===== config.mk =====
export PLATFORM = sky130hd
export DESIGN_NAME = c4glyph_cell
export DESIGN_NICKNAME = d
export VERILOG_FILES = /design/src/hdl/c4glyph_cell.sv
export SDC_FILE = /design/constraint.sdc
export NUM_CORES = 1
export LEC_CHECK = 0
export BUFFER_PORTS_ARGS = -buffer_cell sky130_fd_sc_hd__buf_2
export CAP_MARGIN = 20
export CORE_UTILIZATION = 50
export DETAILED_ROUTE_END_ITERATION = 10
export PLACE_DENSITY_LB_ADDON = 0.25
export SKIP_LAST_GASP = 1
export SLEW_MARGIN = 10
export SYNTH_ARGS = -nofsm -noshare
export SYNTH_HDL_FRONTEND = slang
export SYNTH_SLANG_ARGS = --single-unit
export TNS_END_PERCENT = 10

===== constraint.sdc =====
create_clock -name clk -period 4.87 [get_ports clk]
set_input_delay 0.2435 -clock clk [delete_from_list [all_inputs] [get_ports clk]]
set_output_delay 0.2435 -clock clk [all_outputs]
set_load 0.03 [all_outputs]

===== src/hdl/c4glyph_cell.sv =====
// One segment of the scan chain: holds an end code and passes the
// search token on to its neighbor while the character is above it.
module c4glyph_cell (
	input  logic        clk,
	input  logic        arst_n,
	input  logic        wr_en,
	input  logic [15:0] wr_end,
	input  logic [15:0] char_code,
	input  logic        tok_in,
	input  logic        kill,
	output logic        hit,
	output logic        tok_out
);

	logic [15:0] end_q;
	logic        tok_q;

	// end code storage, no reset
	always_ff @(posedge clk) begin
		if (wr_en) begin
			end_q <= wr_end;
		end
	end

	// token position
	always_ff @(posedge clk or negedge arst_n) begin
		if (!arst_n) begin
			tok_q <= 1'b0;
		end else begin
			tok_q <= tok_in && !kill;
		end
	end

	assign hit     = tok_q && (char_code <= end_q);
	assign tok_out = tok_q && !hit;

endmodule


=== Word-level counts from Yosys, hierarchy flattened ===
Cells that the tools add are included.

* Magnitude comparators: 1
* Reductions and logical operators: 5

{| class="wikitable"
|+ Operators with widths
! kind !! number
|-
| less-or-equal comparator 16 bit || 1
|-
| logical AND 1 bit || 3
|-
| zero test 1 bit || 2
|}

* Bits in registers: 17
* Bits of input ports: 37
* Word-level logic and storage cells: 8

=== Logic depth before layout (Yosys ltp) ===
Gate-level depths: netlist of the first run.

* Depth after elaboration: 4
* Gate-level depth with buffers: 6
* Mapped depth without buffers: 6

=== Least setup slack after synthesis of the first run ===
Ideal clock, no wire load.

* Path type: register -> output
* Start: reg end_q[13]
* End: out hit
* Data arrival time: 2.017 ns
* Required time: 4.627 ns
* Slack: 2.609 ns
* Stages on the path, launching flop included: 7
* Path buffers: 0
* Path through: edfxtp_1 -> inv_1 -> ha_1 -> a21oi_1 -> o211ai_1 -> a2111o_1 -> o31ai_1

* Cells in the longest elaborated chain, start to end: 2

{| class="wikitable"
|+ RTL lines
! element !! line !! RTL
|-
| start, declared || 15 || <nowiki>logic [15:0] end_q;</nowiki>
|-
| start signal, assigned || 21 || <nowiki>end_q <= wr_end;</nowiki>
|-
| less-or-equal comparator 16 bit || 34 || <nowiki>assign hit = tok_q && (char_code <= end_q);</nowiki>
|-
| logical AND 1 bit || 34 ||
|-
| end, declared || 11 || <nowiki>output logic hit,</nowiki>
|}

Every way passes these cells.

=== Worst setup path in the final report of the first run ===
* Start: reg end_q[9]
* End: out tok_out

* Cells in the longest elaborated chain, start to end: 4

{| class="wikitable"
|+ RTL lines
! element !! line !! RTL
|-
| less-or-equal comparator 16 bit || 34 ||
|-
| logical AND 1 bit || 34 ||
|-
| zero test 1 bit || 35 || <nowiki>assign tok_out = tok_q && !hit;</nowiki>
|-
| logical AND 1 bit || 35 ||
|-
| end, declared || 12 || <nowiki>output logic tok_out</nowiki>
|}

Every way passes these cells.

==> summary.txt, run 1 <==
Vias in the first global route - 747
Mapped Cells - 80
Final HPWL DP - 1.45 mm
Netlist cell types - 21
Antenna viol nets, final - 0
Clock transition at path regs - 0.10 ns
Leakage Power - 0.614 nW
Layout Utilization - 69.4%
Status - finished, final reports clean
Die ar. - 2110 um^2
Critical path's largest stage delay - 0.42 ns
Met3 routed WL - 91 um
Slew Viols, Final - 0
Post-route DRC - 0
Commonest non-fill, non-tap cell in the layout - buf_2
WP data arrival - 2.16 ns
Setup violations, final - 0
CTS Hold Bufs - 1
Synthesized cell area - 966 um^2
Net Sw Power - 0.0000793 W
Synth-to-Final Area Change - 26.7%
GPL Wtd Cong - 0.752
Core Box Area - 1760 um^2
WL met1 - 705 um
Yosys warns - 0
Worst-path maximum fanout - 3
Min-Delay Path Class - input port to flip-flop
Ant diodes - 0
GRT overflow - 0
Setup bufs post-CTS - 0
DIE WIDTH - 46.0 um
# Max-Cap Violations - 0
Adder-Cell Fraction of Synth Area - 20.7%
Worst-Margin Slew - 0.350 ns
Die Span Y - 46.0 um
Mux share of post-synthesis cell area - 0%
Initial Util - 54.8%
Area share of xor/xnor cells in the synthesized design - 0%
Syn Area/Cell - 12.1 um^2
Nets - 177
CTS sink count - 17
Clock Path Buffers - 2
Final Cycle Share - 49.4%
Starting DRT DRC Count - 12
Post-CTS resize count - 0
Switch share - 25.4%
Highest Signal Layer - met4
Simple-gate area share of the yosys netlist - 9.72%
Synth area leaders - edfxtp_1 (50%), ha_1 (21%), inv_1 (6.2%)
Max-slew headroom at the worst pin - 76.6%
I/O pin count - 39
CP Cell Sequence - inv_1, ha_1, a21o_1, a2111o_1, o311a_1, buf_2
Largest net degree at the start of global routing - 17
Final hold violation count - 0
CP max stage cell - a2111o_1
First-pass DRT Iterations - 4
IR drop worst, VDD - 212 uV
Most frequent cells in the layout - buf_2 (38), inv_1 (16), ha_1 (16), edfxtp_1 (16), a21oi_1 (5)
Share of post-route cells with drive strength above 1 - 35.8%
WL/cell - 12.1 um
Post-Route Setup TNS - 0 ns
Antenna violations before repair - 0
Yosys top cell area share - 49.7%
F_max - 416 MHz
Critical Path Start Type - flip-flop
Largest family of logic cells by synthesized area - adder cells
Via/cell ratio - 5.07
Worst Setup Path Type - flip-flop to output pin
Yosys top cell by area - edfxtp_1
Tmin final - 2.40 ns
Num CTS Buffers - 3
Clock root buffer - clkbuf_4
DR vias - 751
Pwr dens - 255 nW/um^2
Int Pwr - 0.000233 W
Syn_nets - 133
Port Buffers - 38
Logic pwr share - 19.5%
Global-route wire length before repair - 2.91 mm
Complex-gate fraction of the synthesized area - 11.0%
Final WL - 1.79 mm
Clock power frac - 24.4%
Overall Global Routing Usage - 20.3%
Post-synthesis register bit count - 17
Critical Path RT - 4.63 ns
CP Capture Type - output pin
Register area share after synthesis - 52.3%
Std cell rows - 15
Wire length on met2 - 950 um
CTS H-tree lvls - 1
Reg power frac - 56.1%
RSZ-0062 raised after global routing - false
CTS tree - built
-- logic make-up after synthesis --
group                      after synthesis
DFF                                     17
buffers and inverters                   16
adders and majority gates               16
and+or+nand+nor                         16
AOI/OAI and AO/OA                       15
-- routing by layer --
layer / global-route usage [%] / vias up
met5: 0 / -
met4: 8.82 / 0
met1: 21.5 / 338
met2: 38.3 / 29
met3: 3.57 / 7
li1: - / 377
-- metrics by stage --
step	hold slack (ns)	cells	worst slack [ns]	instance area (um^2)	total power (W)
after floorplan	-0.0521	80	2.61	966	0.000212
after global placement	0.0178	143	2.82	1190	0.000234
after detailed placement	0.0242	143	2.79	1190	0.000239
after CTS	0.0898	148	2.44	1220	0.000314
after global routing	0.0929	148	2.31	1220	0.000329
final	0.0872	148	2.47	1220	0.000312
-- synth_stat cells --
| library cell | count |
|---|---|
| nand2_1 | 4 |
| nand3_1 | 1 |
| o21ai_0 | 2 |
| a2111o_1 | 2 |
| inv_1 | 16 |
| ha_1 | 16 |
| a21oi_1 | 5 |
| o211ai_1 | 1 |
| and2_1 | 2 |
| nand4_1 | 3 |
| o21ai_1 | 1 |
| o311a_1 | 1 |
| dfrtp_1 | 1 |
| nor4_2 | 1 |
| a21boi_2 | 1 |
| o31ai_1 | 1 |
| edfxtp_1 | 16 |
| nor2b_1 | 2 |
| nor2_1 | 2 |
| and4_2 | 1 |
| a21o_1 | 1 |
-- power groups by stage --
stage	clock network (W)	registers (W)	logic, W
floorplan	0	0.000178	0.0000338
global route	0.0000820	0.000177	0.0000701
finish	0.0000761	0.000175	0.0000610
CTS	0.0000765	0.000175	0.0000619
global placement	0	0.000178	0.0000560
detailed placement	0	0.000179	0.0000602
-- sequential cells by signal (all words and copies together) (netlist names) --
name   cells
end_q     16
tok_q      1
-- critical path: cells and delay by family (launching register included) --
family | cells | cell delay, ns
AO/OA/AOI/OAI | 3 | 1.00
flip-flops | 1 | 0.37
buffers and inverters | 2 | 0.25
adder cells (fa/ha/maj) | 1 | 0.25
-- worst paths after layout --
check                      cells past startpoint               start  slack [ns]         endpoint
min in group asynchronous                      2              arst_n        0.25  tok_q$_DFF_PN0_
min                                            2                kill        0.09  tok_q$_DFF_PN0_
max                                            6  end_q[9]$_DFFE_PP_        2.47          tok_out
max in group asynchronous                      2              arst_n        4.53  tok_q$_DFF_PN0_
-- area by class of cell --
| type | count | area (um^2) |
|---|---|---|
| inverters | 16 | 60.1 |
| repair buffers | 39 | 200 |
| clock buffers | 4 | 26.3 |
| fillers | 148 | 541 |
| flip-flops and latches | 17 | 505 |
| multi-input cells | 47 | 400 |
| well taps | 25 | 31.3 |
Power figures use the tool's default switching activity.
==> inputs of run 2 (changes only) <==
--- a/config.mk
+++ b/config.mk
@@ -7,7 +7,7 @@
 export LEC_CHECK = 0
 export BUFFER_PORTS_ARGS = -buffer_cell sky130_fd_sc_hd__buf_2
 export CAP_MARGIN = 20
-export CORE_UTILIZATION = 50
+export CORE_UTILIZATION = 42
 export DETAILED_ROUTE_END_ITERATION = 10
 export PLACE_DENSITY_LB_ADDON = 0.25
 export SKIP_LAST_GASP = 1
==> constraint.sdc (replaced) <==
create_clock -name clk -period 2.1 [get_ports clk]
set_input_delay 0.105 -clock clk [delete_from_list [all_inputs] [get_ports clk]]
set_output_delay 0.105 -clock clk [all_outputs]
set_load 0.03 [all_outputs]
==> run 2 against run 1 <==
Against the previous run: the flow now finishes with violations (negative setup slack); die area rose by 18%; non-clock buffer count rose by 20; clock power rose by 130%; highest routed layer unchanged; sequential share of layout area fell by 7.7 points; hold slack got worse by 0.028 ns; utilization rose by 3.6 points; via count rose by 8.8%; design area rose by 23%; largest power group unchanged.
==> summary.txt, run 2 (synthesized netlist as in run 1, its figures left out) <==
WP data arrival - 2.09 ns
Via/cell ratio - 4.81
Worst-path maximum fanout - 2
Final hold violation count - 0
GPL Wtd Cong - 0.787
Largest Register - end_q
Worst Setup Path Type - flip-flop to output pin
Commonest non-fill, non-tap cell in the layout - buf_2
CTS tree - built
Total power - 0.000781 W
Ant diodes - 0
Synth-to-Final Area Change - 55.7%
F_max - 455 MHz
Failing checks - negative setup slack
Max-slew headroom at the worst pin - 76.6%
Nets - 197
Dpl ws - 0.170 ns
Clock transition at path regs - 0.10 ns
Starting DRT DRC Count - 16
Final Cycle Share - 105%
Worst-Margin Slew - 0.351 ns
Critical Path Start Type - flip-flop
IR drop worst, VDD - 439 uV
DR vias - 817
Clock root buffer - clkbuf_4
CTS sink count - 17
Multi-input gate area - 475 um^2
Clock Path Buffers - 2
Register area - 505 um^2
First-pass DRT Iterations - 4
Die Span Y - 50.0 um
Antenna viol nets, final - 0
Final HPWL DP - 1.39 mm
Leakage Power - 0.714 nW
Vias in the first global route - 882
Post-Route Setup TNS - -0.191 ns
RSZ-0062 raised after global routing - true
Biggest regs - end_q (16), tok_q (1)
Global-route wire length before repair - 3.46 mm
Slew Viols, Final - 0
WL/cell - 12.6 um
CTS H-tree lvls - 1
Max reg flops - 16
Die ar. - 2500 um^2
Placed Instances - 145
Most frequent cells in the layout - buf_2 (36), dlygate4sd3_1 (18), edfxtp_1 (16)
Final WS setup - -0.0973 ns
Overall Global Routing Usage - 19.1%
# Max-Cap Violations - 0
CP Capture Type - output pin
Min-Delay Path Class - input port to flip-flop
Final std cells w/o fill - 170
Share of post-route cells with drive strength above 1 - 40.6%
Critical Path RT - 2.00 ns
Port Buffers - 38
Layout Utilization - 72.9%
Pwr dens - 519 nW/um^2
GRT overflow - 0
DIE WIDTH - 50.0 um
Std cell rows - 16
Antenna violations before repair - 0
Num CTS Buffers - 3
Post-route DRC - 0
Fillers - 150
I/O pin count - 39
Tmin final - 2.20 ns
Core Box Area - 2060 um^2
Status - finished with violations
Largest net degree at the start of global routing - 17
Initial Util - 46.8%
Final WL - 2.14 mm
Setup violations, final - 2
## run 2: repair_timing
action,in CTS,in global routing
gates resized for setup,12,3
setup buffers,3,0
hold buffers,18,0
endpoints found under the setup margin,2,2
endpoints found under the hold margin,18,0
pin swaps,5,4
## run 2: through the flow
stage               instance area, um^2  hold WS, ns
floorplan                           971       -0.191
global placement                   1190       -0.120
detailed placement                 1190       -0.117
CTS                                1500       0.0519
global route                       1500       0.0386
finish                             1500       0.0588
## run 2: critical path: stages, from the launching register on
cell	delay (ns)
edfxtp_1	0.39
inv_2	0.08
ha_4	0.20
a21oi_4	0.13
o211ai_1	0.11
a2111o_1	0.41
o31ai_2	0.27
buf_4	0.21
## run 2: routing by layer
| metal | routed length [um] | part of all wire, % | vias to the layer above | track usage, % |
|---|---|---|---|---|
| met2 | 1190 | 56 | 30 | 36.9 |
| li1 | - | - | 417 | - |
| met3 | 105 | 4.9 | 4 | 6.79 |
| met4 | 38 | 1.8 | 0 | 4.76 |
| met1 | 806 | 38 | 366 | 18.8 |
| met5 | 0 | 0 | - | 0 |
## run 2: where the power goes
group / switching [W] / internal (W)
Combinational: 0.0000937 / 0.000106
Clock: 0.000102 / 0.0000708
Sequential: 0.00000863 / 0.000399
Total: 0.000205 / 0.000576
## run 2: worst paths after layout
path	start	endpoint	slack, ns	depth (start not counted)
min in group asynchronous	arst_n	tok_q$_DFF_PN0_	0.11	2
max in group asynchronous	arst_n	tok_q$_DFF_PN0_	1.91	2
hold / removal	tok_in	tok_q$_DFF_PN0_	0.06	2
setup / recovery	end_q[13]$_DFFE_PP_	hit	-0.1	7
## run 2: layout make-up
cell class	instances	area share (%)
inverter	16	3.99
multi-input combinational	47	31.6
clock inverter	1	0.333
timing repair buffer	59	26.7
tap	27	2.25
sequential	17	33.6
clock buffer	3	1.50
